===== src/rtl/cgg_pkg.sv =====
// shared widths and channel codes for the colour gradient generator
`timescale 1ns / 1ps
package cgg_pkg;

  localparam int COLOR_W = 8;
  localparam int COUNT_W = 7;
  localparam int QUOT_W  = 8;

  typedef logic [COLOR_W-1:0] color_t;
  typedef logic [COUNT_W-1:0] count_t;

  // colour channel currently being interpolated
  typedef enum logic [1:0] {
    CH_RED   = 2'd0,
    CH_GREEN = 2'd1,
    CH_BLUE  = 2'd2
  } chan_t;

endpackage


===== src/rtl/cgg_req_if.sv =====
// request and colour channels of the colour gradient generator
`timescale 1ns / 1ps
interface cgg_req_if import cgg_pkg::*; ();
  logic   valid;
  logic   ready;
  color_t start_red;
  color_t start_green;
  color_t start_blue;
  color_t end_red;
  color_t end_green;
  color_t end_blue;
  count_t step_count;

  modport source (
    output valid, start_red, start_green, start_blue,
    output end_red, end_green, end_blue, step_count,
    input  ready
  );
  modport sink (
    input  valid, start_red, start_green, start_blue,
    input  end_red, end_green, end_blue, step_count,
    output ready
  );
endinterface

interface cgg_color_if import cgg_pkg::*; ();
  logic   valid;
  logic   ready;
  color_t red;
  color_t green;
  color_t blue;
  logic   last_color;

  modport source (output valid, red, green, blue, last_color, input ready);
  modport sink (input valid, red, green, blue, last_color, output ready);
endinterface


===== src/rtl/cgg_div.sv =====
// shared restoring divider, one quotient bit per cycle
`timescale 1ns / 1ps
module cgg_div import cgg_pkg::*; #(
  parameter int DEN_W = 7
) (
  input  logic                    clk,
  input  logic                    rst,
  input  logic                    start,
  input  logic [QUOT_W+DEN_W-1:0] numer,
  input  logic [DEN_W-1:0]        denom,
  output logic                    done,
  output logic [QUOT_W-1:0]       quot
);

  localparam int CNT_W = $clog2(QUOT_W);
  localparam logic [CNT_W-1:0] CNT_LAST = CNT_W'(QUOT_W - 1);

  logic             busy;
  logic [CNT_W-1:0] cnt;
  logic [DEN_W-1:0] rem;
  logic [DEN_W-1:0] dreg;
  logic [QUOT_W-1:0] shreg;
  logic [DEN_W:0]   trial;
  logic [DEN_W:0]   diff;
  logic             ge;

  // partial remainder stays below the divisor, so one extra bit suffices
  assign trial = {rem, shreg[QUOT_W-1]};
  assign diff  = trial - {1'b0, dreg};
  assign ge    = trial >= {1'b0, dreg};
  assign quot  = shreg;

  always_ff @(posedge clk) begin
    if (rst) begin
      busy <= 1'b0;
      cnt  <= '0;
      done <= 1'b0;
    end else begin
      done <= busy && (cnt == CNT_LAST);
      if (start) begin
        busy <= 1'b1;
        cnt  <= '0;
      end else if (busy) begin
        cnt <= cnt + 1'b1;
        if (cnt == CNT_LAST) begin
          busy <= 1'b0;
        end
      end
    end
  end

  always_ff @(posedge clk) begin
    if (start) begin
      rem   <= numer[QUOT_W+DEN_W-1:QUOT_W];
      shreg <= numer[QUOT_W-1:0];
      dreg  <= denom;
    end else if (busy) begin
      rem   <= ge ? diff[DEN_W-1:0] : trial[DEN_W-1:0];
      shreg <= {shreg[QUOT_W-2:0], ge};
    end
  end

endmodule


===== src/rtl/color_gradient_generator_core.sv =====
// top level of the linear rgb colour gradient generator
`timescale 1ns / 1ps
// Takes one request (start colour, end colour, step count) and returns a run
// of colours: the start colour, the interior colours i = 1 .. n-2 with each
// channel start + round(i*(end-start)/(n-1)), ties away from zero, and
// finally the end colour flagged with last_color. The count is clamped to
// 2 .. MAX_STEPS. All interior channels go through one shared restoring
// divider that yields a quotient bit per cycle; each channel passes through
// operand issue, 8 divide steps and result write-back, and an interior colour
// is offered on the output once its blue channel is written back. The output
// waits for the sink to be ready. A new request is taken only once the last
// colour of the previous run has been handed over.
module color_gradient_generator_core import cgg_pkg::*; #(
  parameter int MAX_STEPS = 64
) (
  input  logic              clk,
  input  logic              rst,
  cgg_req_if.sink           req,
  cgg_color_if.source       color
);

  localparam int IDX_W = (MAX_STEPS > 2) ? $clog2(MAX_STEPS) : 1;
  localparam int DEN_W = IDX_W + 1;
  localparam int NUM_W = QUOT_W + DEN_W;
  localparam int PROD_W = COLOR_W + IDX_W;
  localparam count_t MAX_N = COUNT_W'(MAX_STEPS);
  localparam count_t MIN_N = COUNT_W'(2);

  typedef enum logic [3:0] {
    ST_IDLE  = 4'b0001,
    ST_ISSUE = 4'b0010,
    ST_WAIT  = 4'b0100,
    ST_OUT   = 4'b1000
  } state_t;

  state_t state, state_next;

  // latched request
  color_t start_r, start_g, start_b;
  color_t end_r, end_g, end_b;
  logic [IDX_W-1:0] last_idx;   // n - 1
  logic [IDX_W-1:0] idx;        // colour currently being produced
  chan_t            ch;

  // output register
  color_t out_r, out_g, out_b;
  logic   out_last;

  // operand path for the selected channel
  color_t           s_sel, e_sel, mag, chan_val;
  logic             neg;
  logic [PROD_W-1:0] prod;
  logic [NUM_W-1:0] numer;
  logic [DEN_W-1:0] denom;
  logic             div_start, div_done;
  logic [QUOT_W-1:0] div_quot;
  count_t           n_eff;
  logic             req_take, col_take, at_end;

  assign req.ready   = (state == ST_IDLE);
  assign color.valid = (state == ST_OUT);
  assign color.red        = out_r;
  assign color.green      = out_g;
  assign color.blue       = out_b;
  assign color.last_color = out_last;

  assign req_take = req.valid && req.ready;
  assign col_take = color.valid && color.ready;
  // next colour is the end colour
  assign at_end = ({1'b0, idx} + 1'b1) == {1'b0, last_idx};

  // clamp the step count to 2 .. MAX_STEPS
  always_comb begin
    n_eff = req.step_count;
    if (req.step_count < MIN_N) begin
      n_eff = MIN_N;
    end else if (req.step_count > MAX_N) begin
      n_eff = MAX_N;
    end
  end

  always_comb begin
    case (ch)
      CH_RED: begin
        s_sel = start_r;
        e_sel = end_r;
      end
      CH_GREEN: begin
        s_sel = start_g;
        e_sel = end_g;
      end
      CH_BLUE: begin
        s_sel = start_b;
        e_sel = end_b;
      end
      default: begin
        s_sel = start_r;
        e_sel = end_r;
      end
    endcase
  end

  // numerator 2*|e-s|*i + (n-1) over divisor 2*(n-1) gives the rounded step
  assign neg   = e_sel < s_sel;
  assign mag   = neg ? (s_sel - e_sel) : (e_sel - s_sel);
  assign prod  = PROD_W'(mag) * PROD_W'(idx);
  assign numer = {prod, 1'b0} + NUM_W'(last_idx);
  assign denom = {last_idx, 1'b0};
  assign div_start = (state == ST_ISSUE);

  // interpolated value never leaves the start..end span, so 8 bits wrap cleanly
  assign chan_val = neg ? (s_sel - div_quot) : (s_sel + div_quot);

  cgg_div #(
    .DEN_W (DEN_W)
  ) u_div (
    .clk   (clk),
    .rst   (rst),
    .start (div_start),
    .numer (numer),
    .denom (denom),
    .done  (div_done),
    .quot  (div_quot)
  );

  // sequencer
  always_comb begin
    state_next = state;
    case (state)
      ST_IDLE: begin
        if (req_take) begin
          state_next = ST_OUT;
        end
      end
      ST_ISSUE: begin
        state_next = ST_WAIT;
      end
      ST_WAIT: begin
        if (div_done) begin
          state_next = (ch == CH_BLUE) ? ST_OUT : ST_ISSUE;
        end
      end
      ST_OUT: begin
        if (col_take) begin
          if (out_last) begin
            state_next = ST_IDLE;
          end else if (!at_end) begin
            state_next = ST_ISSUE;
          end
        end
      end
      default: begin
        state_next = ST_IDLE;
      end
    endcase
  end

  always_ff @(posedge clk) begin
    if (rst) begin
      state <= ST_IDLE;
      idx   <= '0;
      ch    <= CH_RED;
    end else begin
      state <= state_next;
      case (state)
        ST_IDLE: begin
          if (req_take) begin
            idx <= '0;
            ch  <= CH_RED;
          end
        end
        ST_WAIT: begin
          if (div_done) begin
            case (ch)
              CH_RED:   ch <= CH_GREEN;
              CH_GREEN: ch <= CH_BLUE;
              default:  ch <= CH_RED;
            endcase
          end
        end
        ST_OUT: begin
          if (col_take && !out_last) begin
            idx <= idx + 1'b1;
            ch  <= CH_RED;
          end
        end
        default: begin
        end
      endcase
    end
  end

  // payload registers
  always_ff @(posedge clk) begin
    case (state)
      ST_IDLE: begin
        if (req_take) begin
          start_r  <= req.start_red;
          start_g  <= req.start_green;
          start_b  <= req.start_blue;
          end_r    <= req.end_red;
          end_g    <= req.end_green;
          end_b    <= req.end_blue;
          last_idx <= IDX_W'(n_eff - 1'b1);
          out_r    <= req.start_red;
          out_g    <= req.start_green;
          out_b    <= req.start_blue;
          out_last <= 1'b0;
        end
      end
      ST_WAIT: begin
        if (div_done) begin
          case (ch)
            CH_RED:   out_r <= chan_val;
            CH_GREEN: out_g <= chan_val;
            CH_BLUE:  out_b <= chan_val;
            default: begin
            end
          endcase
        end
      end
      ST_OUT: begin
        if (col_take && !out_last && at_end) begin
          out_r    <= end_r;
          out_g    <= end_g;
          out_b    <= end_b;
          out_last <= 1'b1;
        end
      end
      default: begin
      end
    endcase
  end

  // checks
  a_no_req_while_busy: assert property (@(posedge clk) disable iff (rst)
    color.valid |-> !req.ready)
    else $error("request taken while a colour is pending");

  a_first_is_start: assert property (@(posedge clk) disable iff (rst)
    (req.valid && req.ready) |=>
      (color.valid && !color.last_color && color.red == $past(req.start_red)
       && color.blue == $past(req.start_blue)))
    else $error("first colour of a run is not the start colour");

  a_idle_after_last: assert property (@(posedge clk) disable iff (rst)
    (color.valid && color.ready && color.last_color) |=> req.ready)
    else $error("block not idle after the closing colour");

  a_done_in_wait: assert property (@(posedge clk) disable iff (rst)
    div_done |-> (state == ST_WAIT))
    else $error("divider finished outside the wait state");

endmodule

===== src/flat_wrapper.sv =====
// flat-port wrapper written by rule: the top's interface ports become plain ports
module color_gradient_generator_core_flat import cgg_pkg::*;
#(
  parameter int MAX_STEPS = 64
)
  (clk, rst, req_valid, req_start_red, req_start_green, req_start_blue, req_end_red, req_end_green, req_end_blue, req_step_count, req_ready, color_valid, color_red, color_green, color_blue, color_last_color, color_ready);
  cgg_req_if req_i ();
  cgg_color_if color_i ();
  input  logic clk;
  input  logic rst;
  input wire logic [$bits(req_i.valid)-1:0] req_valid;
  input wire logic [$bits(req_i.start_red)-1:0] req_start_red;
  input wire logic [$bits(req_i.start_green)-1:0] req_start_green;
  input wire logic [$bits(req_i.start_blue)-1:0] req_start_blue;
  input wire logic [$bits(req_i.end_red)-1:0] req_end_red;
  input wire logic [$bits(req_i.end_green)-1:0] req_end_green;
  input wire logic [$bits(req_i.end_blue)-1:0] req_end_blue;
  input wire logic [$bits(req_i.step_count)-1:0] req_step_count;
  output wire logic [$bits(req_i.ready)-1:0] req_ready;
  output wire logic [$bits(color_i.valid)-1:0] color_valid;
  output wire logic [$bits(color_i.red)-1:0] color_red;
  output wire logic [$bits(color_i.green)-1:0] color_green;
  output wire logic [$bits(color_i.blue)-1:0] color_blue;
  output wire logic [$bits(color_i.last_color)-1:0] color_last_color;
  input wire logic [$bits(color_i.ready)-1:0] color_ready;
  assign req_i.valid = req_valid;
  assign req_i.start_red = req_start_red;
  assign req_i.start_green = req_start_green;
  assign req_i.start_blue = req_start_blue;
  assign req_i.end_red = req_end_red;
  assign req_i.end_green = req_end_green;
  assign req_i.end_blue = req_end_blue;
  assign req_i.step_count = req_step_count;
  assign req_ready = req_i.ready;
  assign color_valid = color_i.valid;
  assign color_red = color_i.red;
  assign color_green = color_i.green;
  assign color_blue = color_i.blue;
  assign color_last_color = color_i.last_color;
  assign color_i.ready = color_ready;
  color_gradient_generator_core #(.MAX_STEPS(MAX_STEPS)) u_core (.clk(clk), .rst(rst), .req(req_i), .color(color_i));
endmodule

===== config.mk =====
export PLATFORM = sky130hd
export DESIGN_NAME = color_gradient_generator_core_flat
export DESIGN_NICKNAME = d
export VERILOG_FILES = /design/src/rtl/cgg_pkg.sv /design/src/rtl/cgg_req_if.sv /design/src/rtl/cgg_div.sv /design/src/rtl/color_gradient_generator_core.sv /design/src/flat_wrapper.sv
export SDC_FILE = /design/constraint.sdc
export NUM_CORES = 1
export LEC_CHECK = 0
export ABC_AREA = 0
export BUFFER_PORTS_ARGS = -buffer_cell sky130_fd_sc_hd__buf_2
export CORE_MARGIN = 5
export CORE_UTILIZATION = 54
export DETAILED_ROUTE_END_ITERATION = 10
export HOLD_SLACK_MARGIN = 0.02
export PLACE_DENSITY = 0.83
export SYNTH_ARGS = -nofsm -noshare
export SYNTH_HDL_FRONTEND = slang
export SYNTH_SLANG_ARGS = --single-unit

===== constraint.sdc =====
create_clock -name clk -period 7.7 [get_ports clk]
set_clock_uncertainty 0.1 [all_clocks]
set_input_delay 1.155 -clock clk [delete_from_list [all_inputs] [get_ports clk]]
set_output_delay 1.155 -clock clk [all_outputs]
set_load 0.05 [all_outputs]

==> results of run 1 <==
==> layer usage <==
layer | GRT usage [%] | vias up | part of all wire [%] | routed length (um)
met5 | 0 | - | 0 | 0
met4 | 6.58 | 0 | 1.7 | 326
met3 | 4.48 | 33 | 6.6 | 1230
met2 | 34.2 | 267 | 47 | 8710
met1 | 29.2 | 3006 | 45 | 8450
li1 | - | 3013 | - | -
==> where the power goes <==
| group | total (uW) | switching [uW] | internal, uW |
|---|---|---|---|
| Combinational | 677 | 448 | 229 |
| Sequential | 831 | 38.9 | 793 |
| Clock | 738 | 295 | 443 |
| Total | 2250 | 782 | 1460 |
==> placed cells by master (no fill, tap or decap), types with 6 or more instances in the layout <==
cell | Yosys | routed
dfxtp_1 | 17 | 17
nor2b_1 | 18 | 18
nand2_1 | 56 | 56
edfxtp_1 | 100 | 100
nor2_1 | 57 | 57
a21o_1 | 14 | 14
a22oi_1 | 23 | 23
a21oi_1 | 47 | 46
nand2b_1 | 10 | 10
nor3_1 | 12 | 12
ha_1 | 64 | 64
mux2i_1 | 11 | 6
xor2_1 | 16 | 16
a31oi_1 | 9 | 9
clkbuf_16 | 0 | 17
buf_2 | 1 | 85
fa_1 | 28 | 28
o21ai_0 | 28 | 28
a221o_1 | 15 | 15
and2_1 | 26 | 26
xnor2_1 | 29 | 28
o21a_1 | 6 | 6
inv_1 | 79 | 78
o31ai_1 | 7 | 7
nand3_1 | 10 | 10
buf_4 | 0 | 20
==> cells by family (layout without fill, tap and decap cells) <==
logic type / after synthesis / in the layout / share of synthesized area, %
xor+xnor: 47 / 47 / 5.26
mux: 12 / 12 / 1.50
flops: 117 / 117 / 41.2
buf+inv: 107 / 220 / 5.15
fa+ha+maj: 92 / 92 / 16.8
simple gates: 227 / 227 / 14.2
compound gates: 184 / 184 / 15.9
==> repair_timing <==
action,4_1_cts,5_1_grt
buffers inserted,0,3
setup endpoints to repair,0,4
endpoints found under the hold margin,0,0
gates resized for setup,0,15
==> critical path, delay by kind of cell, from the launching register on <==
| kind | cells | cell delay (ns) |
|---|---|---|
| AO/OA/AOI/OAI | 9 | 1.87 |
| multiplexers | 2 | 0.46 |
| buffers and inverters | 5 | 0.54 |
| adder cells (fa/ha/maj) | 7 | 2.60 |
| XOR/XNOR | 3 | 0.51 |
| flip-flops | 1 | 0.35 |
| AND/OR/NAND/NOR | 4 | 0.67 |
==> layout make-up <==
type	count	area [sq um]	share of cell area, %
multi-input cells	562	4420	46.6
flip-flops and latches	117	3340	35.2
repair buffers	109	647	6.81
clock buffers	17	425	4.48
inverters	80	300	3.16
well taps	184	230	2.42
clock inverters	14	130	1.37
==> path summary, 6_finish.rpt <==
| check | to | slack [ns] | from | cells after the start |
|---|---|---|---|---|
| setup / recovery | u_core.u_div.rem[6] | 0.29 | u_core.ch[0] | 30 |
| hold / removal | u_core.state[2] | 0.44 | u_core.u_div.done | 2 |
| hold reg to reg | u_core.state[2] | 0.44 | u_core.u_div.done | 2 |
| setup reg to reg | u_core.u_div.rem[6] | 0.29 | u_core.ch[0] | 30 |
==> state kept, by name (all words and copies together), names as in the netlist <==
| name | cells |
|---|---|
| u_core.u_div.done | 1 |
| u_core.u_div.quot | 8 |
| u_core.end_r | 8 |
| u_core.start_b | 8 |
| u_core.color.last_color | 1 |
| u_core.color.green | 8 |
| u_core.end_b | 8 |
| u_core.u_div.rem | 7 |
| u_core.color.blue | 8 |
| u_core.color.red | 8 |
| u_core.state | 4 |
| u_core.ch | 2 |
| u_core.last_idx | 6 |
| u_core.start_g | 8 |
| u_core.u_div.busy | 1 |
| u_core.end_g | 8 |
| u_core.start_r | 8 |
| u_core.idx | 6 |
| u_core.u_div.dreg | 6 |
| u_core.u_div.cnt | 3 |
==> through the flow <==
step           setup WS (ns)  power, uW
6_report               0.294       2250
5_1_grt              -0.0635       2340
4_1_cts              0.00805       2220
3_5_place_dp          0.0706       1490
3_3_place_gp           0.304       1480
2_1_floorplan          0.144       1300
==> results.toml, run 1 <==
[clock_network]
cts-root-buf = "clkbuf_16"
clock_path_buffers = 2
cts_sinks = 117
clk_latency_ns = 0.43
htreeDepth = 4
postCtsHoldBufs = 0
cts_made_buffers = 17
clkSlewWorstSetupHoldPaths_ns = 0.06
tritoncts = "built"

[yosys]
async_flop_share_pct = 0
synthDistinctLibCells = 66
synth_top_area_share_pct = 37.0
synth_common_cells = "edfxtp_1 (100), inv_1 (79), ha_1 (64)"
synth_flop_cell = "edfxtp_1"
synth_largest_area_cell = "edfxtp_1"
ys_seq_area_share_pct = 41.2
synth-edff-count = 100
synth_area_leaders = "edfxtp_1 (37%), ha_1 (9.9%), fa_1 (6.9%)"
synth_area_sq_um = 8110
ys_ff_latch = 117
yosysWarnings = 0
synthCells = 786
yosysMostFrequentCell = "edfxtp_1"
syn_avg_cell_area_sq_um = 10.3
syn_nets = 937

[routing]
ant_nets = 0
drt_iter0_drc = 608
drtPass1Iterations = 5
totalWireLength_um = 18700
drc_errors = 0
wl_per_cell_um = 17.3
viasPerCell = 5.83
vias = 6319

[status]
status = "finished, final reports clean"

[timing]
worstMarginPinSlew_ns = 1.30
min_period_ns = 7.41
max_freq_mhz = 135
timing.slew.headroom_pct = 13.1
setup_tns_ns = 0
final_hold_viol_count = 0
slew_violations = 0
timing.final.crit_share_pct = 96.2
setup-violations-final = 0
holdWs_ns = 0.436

[grt]
grt_max_degree = 55
grt_use_total_pct = 21.3
grt_pass1_vias = 6113
grt_pass1_wl_um = 30200
antenna_found_initial = 0
overflow = 0

[worst_setup_path]
cpMostUsedCell = "ha_1"
critPathRequiredTime_ns = 7.74
max_stage_delay_ns = 0.52
crit_path_max_fanout = 16
cp-start-kind = "flip-flop"
critPathCaptureType = "flip-flop"
crit_arrival_ns = 7.45
slowest_stage = "fa_1"
crit_type = "flip-flop to flip-flop"

[layout]
stdcell_area_sq_um = 9500
insertedDiodeCount = 0
area_delta_synth_final_pct = 17.1
nets = 1038
fin_util_pct = 64.9
fillCellCount = 1079
fin_cells = 1083
drive_gt1_share_pct = 19.4

[floorplan]
die_h_um = 133
start_util_pct = 55.4
die_area_sq_um = 17600
die_w_um = 133
io_pins = 86
rows = 44
core_sq_um = 14600

[power]
ir_drop_uv = 172
p_leak_uw = 0.00408
pwr_density_cell_nw_per_um2 = 236

[hold_path]
hold_path_class = "flip-flop to flip-flop"

[place]
hpwl_um = 13800
port_buffers = 85
place_inst = 1049
place_congestion = 0.922
postPlaceCellArea_sq_um = 8840

[job]
max-cap-violations = 0
No activity file was read; power rests on OpenSTA's default activity.
==> inputs of run 2 (changes only) <==
--- a/config.mk
+++ b/config.mk
@@ -5,7 +5,7 @@
 export SDC_FILE = /design/constraint.sdc
 export NUM_CORES = 1
 export LEC_CHECK = 0
-export ABC_AREA = 0
+export ABC_AREA = 1
 export BUFFER_PORTS_ARGS = -buffer_cell sky130_fd_sc_hd__buf_2
 export CORE_MARGIN = 5
 export CORE_UTILIZATION = 54
==> run 2 against run 1 <==
Effect of this change: die area up 0.44%; highest routed layer unchanged; sequential power is 3.5% higher; sequential share of layout area rose by 0.15 points; synthesized cell count is 18% higher; non-clock buffer count decreased by 19; final area decreased by 0.43%; largest cell class unchanged; count of clock-buffer cells in the layout rose by 1.
==> results.toml, run 2 <==
[status]
status = "finished, final reports clean"

[routing]
wl_per_cell_um = 17.0
viasPerCell = 5.70
drtPass1Iterations = 8
drc_errors = 0
vias = 6926
drt_iter0_drc = 629
ant_nets = 0
totalWireLength_um = 20700

[power]
switchingPower_uw = 2140
p_seq_share_pct = 19.8
swShare_pct = 49.3
comb_power_share_pct = 61.5
clock_power_share_pct = 18.7
p_leak_uw = 0.00437
ir_drop_uv = 257
intPower_uw = 2200
pwr_density_cell_nw_per_um2 = 459

[yosys]
ys_ff_latch = 117
synthDistinctLibCells = 48
ys_seq_area_share_pct = 41.0
syn_avg_cell_area_sq_um = 8.82
synth_area_sq_um = 8150
syn_nets = 1075
synth_common_cells = "nand2_1 (175), inv_1 (154), edfxtp_1 (100)"
synth_area_leaders = "edfxtp_1 (37%), ha_1 (9.8%), nand2_1 (8.1%)"
synth_largest_area_cell = "edfxtp_1"
async_flop_share_pct = 0
yosysMostFrequentCell = "nand2_1"
synth-edff-count = 100
yosysWarnings = 0
synthCells = 924
synth_top_area_share_pct = 36.9
synth_flop_cell = "edfxtp_1"

[grt]
overflow = 0
grt_max_degree = 49
grt_use_total_pct = 23.5
grt_pass1_wl_um = 33500
antenna_found_initial = 0
grt_pass1_vias = 7055

[clock_network]
clock_path_buffers = 2
postCtsHoldBufs = 0
tritoncts = "built"
htreeDepth = 4
cts_sinks = 117
clkSlewWorstSetupHoldPaths_ns = 0.06
cts_made_buffers = 17
cts-root-buf = "clkbuf_16"
clk_latency_ns = 0.43

[layout]
layout_common_cells = "nand2_1 (175), inv_1 (154), edfxtp_1 (100), buf_2 (85), nor2_1 (77)"
final_common_cell = "nand2_1"
nets = 1169
area_delta_synth_final_pct = 16.1
stdcell_area_sq_um = 9460
fin_cells = 1215
fin_util_pct = 64.6
drive_gt1_share_pct = 15.0
insertedDiodeCount = 0

[timing]
worst_slack_ns = 0.457
timing.final.crit_share_pct = 94.1
max_freq_mhz = 138
timing.slew.headroom_pct = 30.0
worstMarginPinSlew_ns = 1.05
holdWs_ns = 0.371
slew_violations = 0
rsz0062_at_grt = "true"
setup-violations-final = 0
final_hold_viol_count = 0
min_period_ns = 7.24

[worst_setup_path]
max_stage_delay_ns = 0.53
r2r_start = "u_core.ch[0]"
reg2reg_depth = 38
timing.reg2reg.setup_slack_ns = 0.46
critPathRequiredTime_ns = 7.78
critPathCaptureType = "flip-flop"
crit_path_max_fanout = 13
crit_type = "flip-flop to flip-flop"
rr_endpoint = "u_core.u_div.rem[6]"
crit_arrival_ns = 7.32
cp-start-kind = "flip-flop"
cpMostUsedCell = "nand2_1"
slowest_stage = "fa_1"

[place]
preCtsSetupSlack_ns = 0.255
postPlaceCellArea_sq_um = 8790
hpwl_um = 15300
place_congestion = 0.950
place_inst = 1183
port_buffers = 85

[floorplan]
die_area_sq_um = 17600
io_pins = 86
start_util_pct = 55.6
die_w_um = 133
core_sq_um = 14600
rows = 44
die_h_um = 133

[hold_path]
whs_path_depth = 2
min-delay-start = "u_core.u_div.cnt[1]"
hold_path_class = "flip-flop to flip-flop"
hold-path-endpoint = "u_core.u_div.cnt[1]"

[job]
max-cap-violations = 0
run 2: changes by cell type in the layout (fill, tap and decap cells not counted), sizes merged, moves of 11 or more:
| cell | change |
|---|---|
| nand2 | +127 |
| inv | +83 |
| a22oi | -24 |
| xor2 | +11 |
| and2 | -26 |
| nor2b | -18 |
| buf | -19 |
| o21ai | +27 |
| nand3 | +37 |
| a21o | -11 |
| nor2 | +21 |
| xnor2 | -19 |
run 2: kinds of logic after synthesis:
| kind of cell | Yosys count | share of synthesized area [%] |
|---|---|---|
| DFF | 117 | 41.0 |
| buffers and inverters | 180 | 8.39 |
| adders and majority gates | 92 | 16.7 |
| muxes | 2 | 0.292 |
| and+or+nand+nor | 336 | 17.5 |
| AOI/OAI and AO/OA | 158 | 11.6 |
| xor gates and xnor gates | 39 | 4.47 |
run 2: worst max-delay path by stage:
stage,from,end,slack [ns],cells past startpoint
after global placement,u_core.ch[0],u_core.u_div.rem[6],0.60,37
after floorplan,u_core.ch[0],u_core.u_div.rem[6],1.06,36
after global routing,u_core.ch[0],u_core.u_div.rem[5],-0.009,32
after detailed placement,u_core.ch[0],u_core.u_div.rem[5],0.26,33
final,u_core.ch[0],u_core.u_div.rem[6],0.46,38
after CTS,u_core.ch[0],u_core.u_div.rem[6],0.23,37
run 2: power by group through the flow:
stage	combinational, uW	sequential [uW]	clock [uW]
after floorplan	1870	994	0
after global placement	2490	866	0
after detailed placement	2550	867	0
after CTS	2580	857	810
after global routing	2970	867	848
final	2670	860	813
run 2: through the flow:
stage	power, uW	setup TNS [ns]
after floorplan	2860	0
after global placement	3360	0
after detailed placement	3410	0
after CTS	4250	0
after global routing	4690	-0.0106
final	4340	0
run 2: critical path, delay by kind of cell (launching register included):
family	cells	cell delay, ns
adders and majority gates	6	2.67
AOI/OAI and AO/OA	8	1.28
and+or+nand+nor	15	1.25
buffers and inverters	7	0.73
xor gates and xnor gates	2	0.57
DFF	1	0.38
run 2: repair_timing:
item,4_1_cts,5_1_grt
setup endpoints to repair,0,6
gates resized for setup,0,10
buffers inserted,0,0
run 2: cell type report:
class	instances	area (sq um)
clock buffers	18	429
clock inverters	14	174
fillers	1112	5190
inverters	165	619
multi-input cells	627	4200
flip-flops and latches	117	3340
well taps	184	230
repair buffers	90	463
run 2: routing by layer:
| layer | vias up | wire length (um) | global-route usage (%) |
|---|---|---|---|
| met5 | - | 0 | 0 |
| met4 | 0 | 632 | 9.64 |
| met3 | 57 | 1660 | 5.16 |
| met2 | 335 | 9940 | 38.8 |
| met1 | 3272 | 8440 | 30.1 |
| li1 | 3262 | - | - |
==> inputs of run 3 (changes only) <==
==> constraint.sdc (replaced) <==
create_clock -name clk -period 7.7 [get_ports clk]
set_clock_uncertainty 0.1 [all_clocks]
set_input_delay 1.54 -clock clk [delete_from_list [all_inputs] [get_ports clk]]
set_output_delay 1.54 -clock clk [all_outputs]
set_load 0.05 [all_outputs]
==> run 3 against run 2 <==
Effect of this change: sequential power hardly changed; largest power group unchanged; largest cell class unchanged; count of clock-buffer cells in the layout is 1 lower; core utilization rose by 0.15 points; die area stayed put; critical path depth down 1; highest routed layer unchanged; register-to-register slack barely moved; total power increased by 2.2%.
==> results.toml, run 3 (synthesized netlist as in run 2, its figures left out) <==
[clock_network]
clock_path_buffers = 2
htreeDepth = 4
cts_sinks = 117
clkSlewWorstSetupHoldPaths_ns = 0.06
cts-root-buf = "clkbuf_16"
clk_latency_ns = 0.42
tritoncts = "built"
cts_made_buffers = 17

[power]
p_leak_uw = 0.00440
total_power_uw = 4440
pwr_density_cell_nw_per_um2 = 469
ir_drop_uv = 298

[worst_setup_path]
crit_path_max_fanout = 12
max_stage_delay_ns = 0.55
path_buf_inv = 7
critPathCaptureType = "flip-flop"
critPathRequiredTime_ns = 7.76
cpMostUsedCell = "nand2_1"
critical-path-top-delay-family = "adder cells"
crit_type = "flip-flop to flip-flop"
crit_arrival_ns = 7.30
cp-start-kind = "flip-flop"
slowest_stage = "fa_1"

[timing]
timing.slew.headroom_pct = 28.0
max_freq_mhz = 138
setup-violations-final = 0
timing.final.crit_share_pct = 93.9
holdWs_ns = 0.367
slew_violations = 0
min_period_ns = 7.23
worstMarginPinSlew_ns = 1.08
final_hold_viol_count = 0

[routing]
drt_iter0_drc = 712
vias = 6777
totalWireLength_um = 20100
viasPerCell = 5.55
ant_nets = 0
drtPass1Iterations = 5
drc_errors = 0
wl_per_cell_um = 16.5

[grt]
grt_max_degree = 49
gr-usage-met2_pct = 36.9
overflow = 0
grtUsageMet1_pct = 31.2
top_usage_layer = "met2"
grt_pass1_wl_um = 32600
grt_use_met3_pct = 4.25
antenna_found_initial = 0
grt_pass1_vias = 6802
grt_use_total_pct = 22.9

[job]
max-cap-violations = 0

[floorplan]
die_w_um = 133
die_h_um = 133
io_pins = 86
die_area_sq_um = 17600
rows = 44
start_util_pct = 55.6
core_sq_um = 14600

[status]
status = "finished, final reports clean"

[layout]
multi_input_area_sq_um = 4210
layout_common_cells = "nand2_1 (175), inv_1 (154), edfxtp_1 (100), buf_2 (85), nor2_1 (77)"
fillCellCount = 1134
drive_gt1_share_pct = 15.8
insertedDiodeCount = 0
final_common_cell = "nand2_1"
nets = 1175
fin_util_pct = 64.7
area_delta_synth_final_pct = 16.4
regArea_sq_um = 3340

[place]
hpwl_um = 15000
port_buffers = 85
place_congestion = 0.942

[hold_path]
hold_path_class = "flip-flop to flip-flop"
[run 3: changes by cell type in the layout (fill, tap and decap cells not counted)]
cell	previous run	this run
buf_4	5	11
clkinvlp_4	3	0
bufinv_16	3	1
clkinv_4	2	4
inv_8	0	2
clkbuf_1	1	0
clkinv_2	1	2
ha_1	61	60
ha_2	0	1
inv_6	4	5
xor2_1	24	23
xor2_2	3	4
[run 3: report_power, final]
part           switching (uW)  internal [uW]
clock                     310            452
sequential               46.5            813
combinational            1840            985
total                    2190           2250
[run 3: per-stage QoR]
step / cells / instance area (sq um) / TNS [ns] / setup WS [ns]
global placement: 1184 / 8800 / 0 / 0.585
floorplan: 924 / 8150 / 0 / 1.06
CTS: 1216 / 9370 / 0 / 0.286
finish: 1221 / 9480 / 0 / 0.467
global route: 1221 / 9480 / -0.0555 / -0.0555
detailed placement: 1184 / 8800 / 0 / 0.350
[run 3: final timing paths]
check,startpoint,endpoint,slack (ns),cells after the start
setup / recovery,u_core.ch[1],u_core.u_div.rem[6],0.47,37
hold / removal,u_core.u_div.cnt[1],u_core.u_div.cnt[1],0.37,2
setup reg to reg,u_core.ch[1],u_core.u_div.rem[6],0.47,37
hold reg to reg,u_core.u_div.cnt[1],u_core.u_div.cnt[1],0.37,2
[run 3: worst reg2reg max path, delay by kind of cell (launching register included)]
family | cells | cell delay (ns)
buf+inv | 7 | 0.82
compound gates | 9 | 1.41
xor+xnor | 1 | 0.21
fa+ha+maj | 6 | 2.65
simple gates | 14 | 1.44
flops | 1 | 0.38
[run 3: repair_timing]
| item | 4_1_cts | 5_1_grt |
|---|---|---|
| gates resized for setup | 0 | 12 |
| setup buffers | 0 | 5 |
| hold buffers | 0 | 0 |
| endpoints found under the setup margin | 0 | 6 |
[run 3: layout make-up]
class	count	area share (%)
tap	184	2.43
inverter	165	6.53
timing repair buffer	96	5.36
clock buffer	17	4.49
sequential	117	35.3
clock inverter	15	1.53
multi-input combinational	627	44.4
[run 3: metal layers]
metal / wire length (um) / vias to the layer above
met5: 0 / -
li1: - / 3267
met3: 1520 / 51
met2: 9480 / 290
met1: 8580 / 3169
met4: 507 / 0
